### config.mk
export PLATFORM = sky130hd
export DESIGN_NAME = huffman_code_bit_packer_top
export DESIGN_NICKNAME = d
export VERILOG_FILES = /design/src/rtl/hcbp_pkg.sv /design/src/rtl/hcbp_ram.sv /design/src/rtl/hcbp_table.sv /design/src/rtl/hcbp_packer.sv /design/src/rtl/huffman_code_bit_packer_top.sv
export SDC_FILE = /design/constraint.sdc
export NUM_CORES = 2
export LEC_CHECK = 0
export BUFFER_PORTS_ARGS = -buffer_cell sky130_fd_sc_hd__buf_2
export CAP_MARGIN = 20
export CELL_PAD_IN_SITES_DETAIL_PLACEMENT = 1
export CELL_PAD_IN_SITES_GLOBAL_PLACEMENT = 2
export CORE_MARGIN = 2
export CORE_UTILIZATION = 49
export DETAILED_ROUTE_END_ITERATION = 8
export GPL_ROUTABILITY_DRIVEN = 0
export HOLD_SLACK_MARGIN = 0.12
export PLACE_DENSITY = 0.78
export SETUP_SLACK_MARGIN = 0.4
export SLEW_MARGIN = 30
export SYNTH_ARGS = -nofsm -noshare
export SYNTH_HDL_FRONTEND = slang
export SYNTH_MEMORY_MAX_BITS = 65536
export SYNTH_SLANG_ARGS = --single-unit
### constraint.sdc
create_clock -name clk -period 6.95 [get_ports clk]
set_input_delay 0.3475 -clock clk [delete_from_list [all_inputs] [get_ports clk]]
set_output_delay 0.3475 -clock clk [all_outputs]
set_load 0.1 [all_outputs]
### src/rtl/hcbp_pkg.sv
// package with shared types and constants for the huffman code bit packer
`timescale 1ns / 1ps
`default_nettype none

package hcbp_pkg;

  localparam int SYM_W      = 8;
  localparam int CODE_IN_W  = 32;
  localparam int LEN_IN_W   = 6;
  localparam logic [7:0] END_MARKER = 8'hAA;

  typedef enum logic [1:0] {
    ACT_LOAD   = 2'd0,
    ACT_ENCODE = 2'd1,
    ACT_FLUSH  = 2'd2,
    ACT_NONE   = 2'd3
  } action_t;

  typedef enum logic [1:0] {
    KIND_FULL    = 2'd0,
    KIND_PARTIAL = 2'd1,
    KIND_COUNT   = 2'd2,
    KIND_MARKER  = 2'd3
  } kind_t;

  typedef struct packed {
    action_t               action;
    logic [SYM_W-1:0]      symbol;
    logic [CODE_IN_W-1:0]  code_bits;
    logic [LEN_IN_W-1:0]   code_length;
  } in_item_t;

  typedef struct packed {
    logic [7:0] out_byte;
    kind_t      byte_kind;
    logic       last_of_run;
  } out_item_t;

  typedef struct packed {
    action_t               action;
    logic [CODE_IN_W-1:0]  code;
    logic [LEN_IN_W-1:0]   len;
  } lookup_t;

endpackage

`default_nettype wire

### src/rtl/hcbp_ram.sv
// generic single write port ram with registered read
`timescale 1ns / 1ps
`default_nettype none

module hcbp_ram #(
  parameter int WIDTH = 8,
  parameter int DEPTH = 16
) (
  input  wire logic                     clk,
  input  wire logic                     wr_en,
  input  wire logic [$clog2(DEPTH)-1:0] wr_addr,
  input  wire logic [WIDTH-1:0]         wr_data,
  input  wire logic                     rd_en,
  input  wire logic [$clog2(DEPTH)-1:0] rd_addr,
  output logic      [WIDTH-1:0]         rd_data
);

  logic [WIDTH-1:0] mem [DEPTH];

  always_ff @(posedge clk) begin
    if (wr_en) begin
      mem[wr_addr] <= wr_data;
    end
    if (rd_en) begin
      rd_data <= mem[rd_addr];
    end
  end

endmodule

`default_nettype wire

### src/rtl/hcbp_table.sv
// code table with entry valid bits and the lookup stage register
`timescale 1ns / 1ps
`default_nettype none

module hcbp_table #(
  parameter int TABLE_ENTRIES = 128,
  parameter int MAX_CODE_LEN  = 32
) (
  input  wire logic              clk,
  input  wire logic              rst,
  input  wire hcbp_pkg::in_item_t req,
  input  wire logic              req_valid,
  output logic                   req_ready,
  input  wire logic              advance,
  output logic                   look_valid,
  output hcbp_pkg::lookup_t      look
);

  import hcbp_pkg::*;

  localparam int IDX_W  = $clog2(TABLE_ENTRIES);
  localparam int CODE_W = (MAX_CODE_LEN < CODE_IN_W) ? MAX_CODE_LEN : CODE_IN_W;
  localparam int LEN_W  = $clog2(MAX_CODE_LEN + 1);
  localparam int RAM_W  = LEN_W + CODE_W;

  logic                     accept;
  logic [IDX_W-1:0]         idx;
  logic                     in_range;
  logic                     wr_en;
  logic [LEN_W-1:0]         len_sat;
  logic [RAM_W-1:0]         wr_data;
  logic [RAM_W-1:0]         rd_data;
  logic [TABLE_ENTRIES-1:0] entry_valid;
  logic                     hit;
  action_t                  action;

  assign req_ready = !look_valid || advance;
  assign accept    = req_valid && req_ready;
  assign idx       = req.symbol[IDX_W-1:0];
  assign in_range  = {1'b0, req.symbol} < (SYM_W + 1)'(TABLE_ENTRIES);
  assign wr_en     = accept && (req.action == ACT_LOAD) && in_range;
  assign len_sat   = (req.code_length > LEN_IN_W'(MAX_CODE_LEN)) ?
                     LEN_W'(MAX_CODE_LEN) : LEN_W'(req.code_length);
  assign wr_data   = {len_sat, req.code_bits[CODE_W-1:0]};

  hcbp_ram #(
    .WIDTH (RAM_W),
    .DEPTH (TABLE_ENTRIES)
  ) u_ram (
    .clk     (clk),
    .wr_en   (wr_en),
    .wr_addr (idx),
    .wr_data (wr_data),
    .rd_en   (accept),
    .rd_addr (idx),
    .rd_data (rd_data)
  );

  always_ff @(posedge clk) begin
    if (rst) begin
      entry_valid <= '0;
    end else if (wr_en) begin
      entry_valid[idx] <= 1'b1;
    end
  end

  always_ff @(posedge clk) begin
    if (rst) begin
      look_valid <= 1'b0;
    end else if (accept) begin
      look_valid <= 1'b1;
    end else if (advance) begin
      look_valid <= 1'b0;
    end
  end

  always_ff @(posedge clk) begin
    if (accept) begin
      action <= req.action;
      hit    <= in_range && entry_valid[idx];
    end
  end

  always_comb begin
    look.action = action;
    look.code   = hit ? CODE_IN_W'(rd_data[CODE_W-1:0]) : '0;
    look.len    = hit ? LEN_IN_W'(rd_data[RAM_W-1 -: LEN_W]) : '0;
  end

endmodule

`default_nettype wire

### src/rtl/hcbp_packer.sv
// bit accumulator, byte packing and output byte buffer
`timescale 1ns / 1ps
`default_nettype none

module hcbp_packer #(
  parameter int MAX_CODE_LEN = 32
) (
  input  wire logic              clk,
  input  wire logic              rst,
  input  wire logic              look_valid,
  input  wire hcbp_pkg::lookup_t look,
  output logic                   advance,
  output logic                   result_valid,
  input  wire logic              result_ready,
  output hcbp_pkg::out_item_t    result
);

  import hcbp_pkg::*;

  localparam int ACC_BYTES = (MAX_CODE_LEN + 14) / 8;
  localparam int ACC_W     = 8 * ACC_BYTES;
  localparam int OB_DEPTH  = (ACC_BYTES > 3) ? ACC_BYTES : 3;
  localparam int CNT_W     = $clog2(OB_DEPTH + 1);
  localparam int TOT_W     = $clog2(MAX_CODE_LEN + 8);
  localparam int SH_W      = $clog2(ACC_W + 1);

  logic [7:0]       pend_byte;
  logic [2:0]       pend_cnt;
  logic [7:0]       pend_byte_next;
  logic [2:0]       pend_cnt_next;
  logic [7:0]       ob_byte [OB_DEPTH];
  kind_t            ob_kind [OB_DEPTH];
  logic [CNT_W-1:0] ob_cnt;
  logic [7:0]       nb_byte [OB_DEPTH];
  kind_t            nb_kind [OB_DEPTH];
  logic [CNT_W-1:0] n_new;
  logic [ACC_W-1:0] code_m;
  logic [SH_W-1:0]  shamt;
  logic [ACC_W-1:0] word;
  logic [ACC_W-1:0] word_rest;
  logic [TOT_W-1:0] total;
  logic             take;
  logic             ob_free;

  assign code_m    = ACC_W'(look.code) & ~({ACC_W{1'b1}} << look.len);
  assign shamt     = SH_W'(ACC_W) - SH_W'(pend_cnt) - SH_W'(look.len);
  assign word      = (ACC_W'(pend_byte) << (ACC_W - 8)) | (code_m << shamt);
  assign total     = TOT_W'(pend_cnt) + TOT_W'(look.len);
  assign word_rest = word << {total[TOT_W-1:3], 3'b000};

  always_comb begin
    for (int j = 0; j < OB_DEPTH; j++) begin
      nb_byte[j] = '0;
      nb_kind[j] = KIND_FULL;
    end
    n_new          = '0;
    pend_byte_next = pend_byte;
    pend_cnt_next  = pend_cnt;
    unique case (look.action)
      ACT_ENCODE: begin
        for (int j = 0; j < ACC_BYTES; j++) begin
          nb_byte[j] = word[ACC_W-1-8*j -: 8];
        end
        n_new          = CNT_W'(total[TOT_W-1:3]);
        pend_byte_next = word_rest[ACC_W-1 -: 8];
        pend_cnt_next  = total[2:0];
      end
      ACT_FLUSH: begin
        if (pend_cnt != '0) begin
          nb_byte[0]     = pend_byte;
          nb_kind[0]     = KIND_PARTIAL;
          nb_byte[1]     = {5'b00000, pend_cnt};
          nb_kind[1]     = KIND_COUNT;
          nb_byte[2]     = END_MARKER;
          nb_kind[2]     = KIND_MARKER;
          n_new          = CNT_W'(3);
          pend_byte_next = '0;
          pend_cnt_next  = '0;
        end
      end
      ACT_LOAD, ACT_NONE: begin
      end
      default: begin
      end
    endcase
  end

  assign result_valid = (ob_cnt != '0);
  assign take         = result_valid && result_ready;
  assign ob_free      = (ob_cnt == '0) || ((ob_cnt == CNT_W'(1)) && take);
  assign advance      = look_valid && ((n_new == '0) || ob_free);

  always_ff @(posedge clk) begin
    if (rst) begin
      pend_byte <= '0;
      pend_cnt  <= '0;
      ob_cnt    <= '0;
    end else begin
      if (advance) begin
        pend_byte <= pend_byte_next;
        pend_cnt  <= pend_cnt_next;
      end
      if (advance && (n_new != '0)) begin
        ob_cnt <= n_new;
      end else if (take) begin
        ob_cnt <= ob_cnt - CNT_W'(1);
      end
    end
  end

  always_ff @(posedge clk) begin
    if (advance && (n_new != '0)) begin
      for (int j = 0; j < OB_DEPTH; j++) begin
        ob_byte[j] <= nb_byte[j];
        ob_kind[j] <= nb_kind[j];
      end
    end else if (take) begin
      for (int j = 0; j < OB_DEPTH - 1; j++) begin
        ob_byte[j] <= ob_byte[j+1];
        ob_kind[j] <= ob_kind[j+1];
      end
    end
  end

  always_comb begin
    result.out_byte    = ob_byte[0];
    result.byte_kind   = ob_kind[0];
    result.last_of_run = (ob_cnt == CNT_W'(1));
  end

endmodule

`default_nettype wire

### src/rtl/huffman_code_bit_packer_top.sv
// top level of the huffman code bit packer
//
// input channel item: load a table entry, encode a symbol, or flush the stream
// result channel: packed bytes, each tagged full, partial, bit count or marker,
// with last_of_run set on the final byte caused by one request
// the accepting edge loads the code table ram read and the lookup register, and
// the bytes then pass from the lookup register into the result buffer register
// once that buffer is free, and the first byte is offered from there
// the result buffer sends one byte per cycle while result_ready is high: an
// encode gives k full bytes, and a flush with pending bits gives three bytes
// (partial, bit count, marker), all through the single result port
// loads and requests giving no bytes pass without waiting on the buffer
// reset clears the accumulator, the buffer and every table entry valid bit, so
// all codes read as empty until loaded; no clearing pass is needed
// when the receiver stalls, the buffered bytes hold, one more request is held
// in the lookup stage and ready drops
`timescale 1ns / 1ps
`default_nettype none

module huffman_code_bit_packer_top #(
  parameter int TABLE_ENTRIES = 128,
  parameter int MAX_CODE_LEN  = 32
) (
  input  wire logic                clk,
  input  wire logic                rst,
  input  wire logic                item_valid,
  output logic                     item_ready,
  input  wire hcbp_pkg::in_item_t  item,
  output logic                     result_valid,
  input  wire logic                result_ready,
  output hcbp_pkg::out_item_t      result
);

  import hcbp_pkg::*;

  logic    look_valid;
  lookup_t look;
  logic    advance;

  hcbp_table #(
    .TABLE_ENTRIES (TABLE_ENTRIES),
    .MAX_CODE_LEN  (MAX_CODE_LEN)
  ) u_table (
    .clk        (clk),
    .rst        (rst),
    .req        (item),
    .req_valid  (item_valid),
    .req_ready  (item_ready),
    .advance    (advance),
    .look_valid (look_valid),
    .look       (look)
  );

  hcbp_packer #(
    .MAX_CODE_LEN (MAX_CODE_LEN)
  ) u_packer (
    .clk          (clk),
    .rst          (rst),
    .look_valid   (look_valid),
    .look         (look),
    .advance      (advance),
    .result_valid (result_valid),
    .result_ready (result_ready),
    .result       (result)
  );

endmodule

`default_nettype wire
# Word-level counts from Yosys, hierarchy flattened
# Memory sizes are Yosys's and may differ from the RTL's. A register that Yosys moved wholly into a read port is not among the register bits.
# Cells that the tools add are included.
# classes
add_sub_neg	4
order_cmp	4
eq_ne	4
shifts	3
n_mux	37
bitwise	12
reduce_logical	23
# op_table
operator	count
bitwise OR 128 bit	1
left shift 40 x 6 -> 40 bit	2
case mux 24 bit (2 select lines)	1
AND 32 x 40 -> 40 bit	1
2-to-1 mux 8 bit	5
inverter 40 bit	1
bitwise OR 40 bit	1
left shift 40 x 6 -> 40 bit, first input constant	1
2-to-1 mux 32 bit	1
2-to-1 mux 24 bit	1
2-to-1 mux 6 bit	3
2-to-1 mux 16 bit	1
case mux 8 bit (2 select lines)	1
case mux 3 bit (2 select lines)	2
2-to-1 mux 1 bit	11
2-to-1 mux 2 bit	5
logical AND 1 bit	9
2-to-1 mux 3 bit	3
nonzero test 3 bit	3
< comparator 7 x 8 -> 1 bit, second input constant	1
< comparator 8 bit, second input constant	1
bitwise OR 1 bit	8
binary-select mux 1 bit (select 7 bit)	1
demux 1 bit (select 7 bit)	1
17 further kinds	22
# word_totals
reg_bits	146
ram_bits	4914
in_bits	52
out_inout_bits	13
word_cells	97
memories	3
# mem_list
name	words	width	rd	rd_clocked_by_memory_dff	write_ports	line	text
u_table.u_ram.mem	128	38	1	1	1	hcbp_ram.sv:18	logic [WIDTH-1:0] mem [DEPTH];
u_packer.ob_byte	5	8	5	0	5	hcbp_packer.sv:31	logic [7:0] ob_byte [OB_DEPTH];
u_packer.ob_kind	5	2	5	0	5	hcbp_packer.sv:32	kind_t ob_kind [OB_DEPTH];

# Longest topological paths before layout
# depth
ltp_word	12
mapped_depth	19
ltp_nobuf	13

# Cells and area by module
# From an unflattened synthesis, not the netlist that was laid out.
# hier_totals
hier_cells	8630
area_unflattened_um2	198082.5
# by_module_without_submodules
module	n_inst	cells_each	area_per_inst_um2	seq_area_each_um2
hcbp_ram	1	7078	185758.2	147201.2
hcbp_packer	1	901	6700.2	1631.6
hcbp_table	1	651	5624.1	2672.6

# Least setup slack after synthesis
# No wires, ideal clock.
# synth_timing
path_kind	reg2reg
from	register u_table.hit
to	memory u_table.u_ram.mem[103][0] (netlist name) (enable)
setup_time_ns	0.433
t_arrival_ns	5.080
required_time_ns	6.517
slack_ns	1.437
path_stages_with_launch	16
n_path_buf	5
synth_period_minus_slack_ns	5.513
cell_sequence	edfxtp_1 -> clkbuf_1 -> clkbuf_1 -> buf_1 -> nand2_1 -> ha_1 -> and4_1 -> o21ai_1 -> xor2_1 -> a21o_1 -> a21oi_1 -> buf_2 -> nor3_2 -> nand2_1 -> buf_2 -> nor2_1
# synth_via
elab_chain_cells	12
# synth_rtl
item	line	text
start: declaration	hcbp_table.sv:34	logic hit;
start signal: assignment	hcbp_table.sv:80	hit <= in_range && entry_valid[idx];
2-to-1 mux 6 bit	hcbp_table.sv:87	look.len = hit ? LEN_IN_W'(rd_data[RAM_W-1 -: LEN_W]) : '0;
adder 3 x 6 -> 6 bit	hcbp_packer.sv:48	assign total = TOT_W'(pend_cnt) + TOT_W'(look.len);
case mux 3 bit (2 select lines)	hcbp_packer.sv:59	unique case (look.action)
logical NOT 3 bit	hcbp_packer.sv:91	assign advance = look_valid && ((n_new == '0) || ob_free);
logical OR 1 bit	hcbp_packer.sv:91	
logical AND 1 bit	hcbp_packer.sv:91	
logical OR 1 bit	hcbp_table.sv:37	assign req_ready = !look_valid || advance;
logical AND 1 bit	hcbp_table.sv:38	assign accept = req_valid && req_ready;
logical AND 1 bit (2 in a row)	hcbp_table.sv:41	assign wr_en = accept && (req.action == ACT_LOAD) && in_range;
2-to-1 mux 1 bit	hcbp_ram.sv:21	if (wr_en) begin
2-to-1 mux 1 bit (implied by the code)	hcbp_ram.sv:22	mem[wr_addr] <= wr_data;
end: declaration	hcbp_ram.sv:18	
# Every way passes these cells.

# Worst setup path after layout
# layout_timing
from	register u_table.u_ram.rd_data[33] (read register of u_table.u_ram.mem)
to	memory u_table.u_ram.mem[83][17] (netlist name) (enable)
# layout_via
elab_chain_cells	12
# layout_rtl
item	line	text
start: declaration	hcbp_ram.sv:15	output logic [WIDTH-1:0] rd_data
2-to-1 mux 6 bit	hcbp_table.sv:87	
adder 3 x 6 -> 6 bit	hcbp_packer.sv:48	
case mux 3 bit (2 select lines)	hcbp_packer.sv:59	
logical NOT 3 bit	hcbp_packer.sv:91	
logical OR 1 bit	hcbp_packer.sv:91	
logical AND 1 bit	hcbp_packer.sv:91	
logical OR 1 bit	hcbp_table.sv:37	
logical AND 1 bit	hcbp_table.sv:38	
logical AND 1 bit (2 in a row)	hcbp_table.sv:41	
2-to-1 mux 1 bit	hcbp_ram.sv:21	
2-to-1 mux 1 bit (implied by the code)	hcbp_ram.sv:22	
# Every way passes these cells.

==> reports/results.ini <==
[run_status]
outcome = completed

[timing]
setup_violations = 0
skew_ns = 0.07964
slew_headroom = 0.1494
tns_ns = 0
min_period_over_period = 0.8223
hold_violations = 0
hold_ws_ns = 0.2192
fin_crit_ns = 5.715
rsz0062_at_grt = no
max_freq_ghz = 0.1750
setup_ws_ns = 1.235
drv_slew = 0
tightest_slew_ns = 1.270

[synthesis]
netlist_top_cells_area = edfxtp_1, a22oi_1, a22o_1
synth_top_area_share = 0.7917
synth_area_leader_cell = edfxtp_1
syn-num-nets = 10670
synth_edf_count = 4950
synth_cells = 10600
syn-cell-area_um2 = 187700
yosys_most_used_dff = edfxtp_1
synthArstFlopShare = 0
avgSynthCellArea_um2 = 17.71
ys_warn_count = 0
ys_ff_latch = 5093
ys_seq_area_frac = 0.8070
yosysUniqueCellTypes = 82

[routing]
routedLengthMet1_um = 251900
drt_wl_total_um = 714300
route.detailed.drc = 0
highest_layer = met5
wl_met3_um = 96390
drtIter0Drc = 22260
dr.pass1.iters = 6
vias = 119800
wl_per_cell_um = 43.24
detailroute.wirelength.met2_um = 316100
vias_per_cell = 7.251
ant_nets = 0

[floorplanning]
die_y_um = 623
start_util = 0.4915
core-area_um2 = 382000
die_area_um2 = 388100
die_w_um = 623
rows = 227
io_pins = 65

[clocking]
htree_levels = 6
numCtsBuffers = 523
post_cts_buffers = 0
cts.sinks = 5093
cts_tree = yes
root_buffer = clkbuf_16
clk_pin_slew_ns = 0.06
cts_buffer_depth = 4
clkLatencyLatePin_ns = 1.09

[hold_path]
hold_class = input pin to register

[setup_path]
cpMaxStageDelayCell = nor2_4
cp-start-kind = register
critPathRequiredTime_ns = 7.68
crit_path_end_kind = register
crit_top_cell = buf_4
critPathKind = register to register
worstPathMaxFanout = 29
crit_chain = buf_4, nand2_1, xor2_1, inv_1, ha_1, a22o_1, o21ai_1, xor2_1, a21o_1, a21oi_2, nor3_2, buf_4, nand2_2, buf_4, nor2_4, buf_12
worstPathArrival_ns = 6.45
critPathMaxStageDelay_ns = 0.72

[grt]
grt_pass1_vias = 118300
grt_use_total = 0.3597
grt.overflow.total = 0
grt_start_max_net_pins = 90
antenna_found_initial = 82
grt_pass1_wl_um = 973900

[placed_design]
hpwl_um = 432400
dp.cells = 15500
place_area_um2 = 198100
place_ws_ns = 1.471
numPortBuffers = 64

[finish]
drive_gt1_frac = 0.1412
fin_nets = 11110
nFillCells = 33450
fin_cells = 16520
syn2layout_area_growth_pct = 14.81
design_area_um2 = 215600
final_util = 0.5643
mostFrequentLayoutCells = edfxtp_1, a22oi_1, clkbuf_16, buf_4, a22o_1
layout_commonest_cell = edfxtp_1

[pwr]
power_mw = 65.87
power_leakage_nw = 64.60
vdd_ir_drop_max_uv = 300.5
p_per_area_nw_per_um2 = 305.6

[job]
drv_cap = 0

## metal layers
layer / GRT usage / vias to the layer above
li1: - / 45850
met1: 0.4741 / 62050
met2: 0.5336 / 10060
met3: 0.1040 / 1810
met4: 0.2115 / 44
met5: 0.002469 / -
## cell families after synthesis
kind of cell               synth area share
and+or+nand+nor                     0.02974
buffers and inverters               0.01720
AOI/OAI and AO/OA                    0.1429
DFF                                  0.8070
xor gates and xnor gates          0.0004198
muxes                              0.001779
adders and majority gates         0.0009730
## cell type report
type / instances / area, µm² / share of cell area
sequential: 5093 / 151500 / 0.7028
timing repair buffer: 686 / 6404 / 0.02971
clock buffer: 659 / 13740 / 0.06376
clock inverter: 270 / 2731 / 0.01267
multi-input combinational: 4711 / 34680 / 0.1609
tap: 5038 / 6304 / 0.02924
inverter: 29 / 108.9 / 0.0005050
antenna: 36 / 90.09 / 0.0004179
## cell usage after synthesis, drive strengths merged (11+ instances only)
cell / instances
mux2i: 12
clkbuf: 424
and2: 17
o21ai: 129
nor2: 370
or4: 18
nor2b: 21
a21o: 13
o22ai: 21
a311oi: 18
a221oi: 323
inv: 28
nand2: 140
nor3: 34
nor4: 50
edfxtp: 4950
buf: 347
o221ai: 16
nand3: 82
o31ai: 18
nand2b: 13
a41oi: 165
o211ai: 95
ha: 13
a31oi: 164
a22oi: 1884
a221o: 11
a211oi: 23
nand4: 283
a211o: 15
a22o: 329
and3: 12
a21oi: 264
dfxtp: 143
## worst max-delay path, delay by kind of cell (launching register included)
kind                       cells  cell delay (ns)
xor gates and xnor gates       2             0.62
DFF                            1             0.32
adders and majority gates      1             0.21
and+or+nand+nor                4             1.77
AOI/OAI and AO/OA              4             0.82
buffers and inverters          5             1.50
## worst paths after layout
check             depth (start not counted)                        end  slack [ns]                       from
setup / recovery                         16  u_table.u_ram.mem[83][17]        1.24  u_table.u_ram.rd_data[33]
setup reg to reg                         16  u_table.u_ram.mem[83][17]        1.24  u_table.u_ram.rd_data[33]
hold reg to reg                           2   u_table.entry_valid[124]        0.47   u_table.entry_valid[124]
hold / removal                            3       u_packer.pend_cnt[1]        0.22                        rst
## sequential cells by signal (all words and copies together), names as in the netlist, 2 cells and up
name	flops
u_packer.ob_cnt	3
u_table.u_ram.rd_data	38
u_table.action	2
u_table.u_ram.mem	4864
u_packer.ob_byte	40
u_packer.pend_cnt	3
u_table.entry_valid	128
u_packer.pend_byte	8
u_packer.ob_kind	5
## power by group
| group | switching, mW | internal (mW) | total, mW |
|---|---|---|---|
| clock | 12.3 | 15.2 | 27.6 |
| sequential | 0.115 | 33.8 | 33.9 |
| combinational | 3.42 | 0.950 | 4.37 |
## repair_timing
item / 4_1_cts / 5_1_grt
endpoints found under the hold margin: 1947 / 15
hold buffers: 46 / 1
resized for setup: 0 / 0
setup endpoints to repair: 0 / 0
No activity file was read; power rests on OpenSTA's default activity.
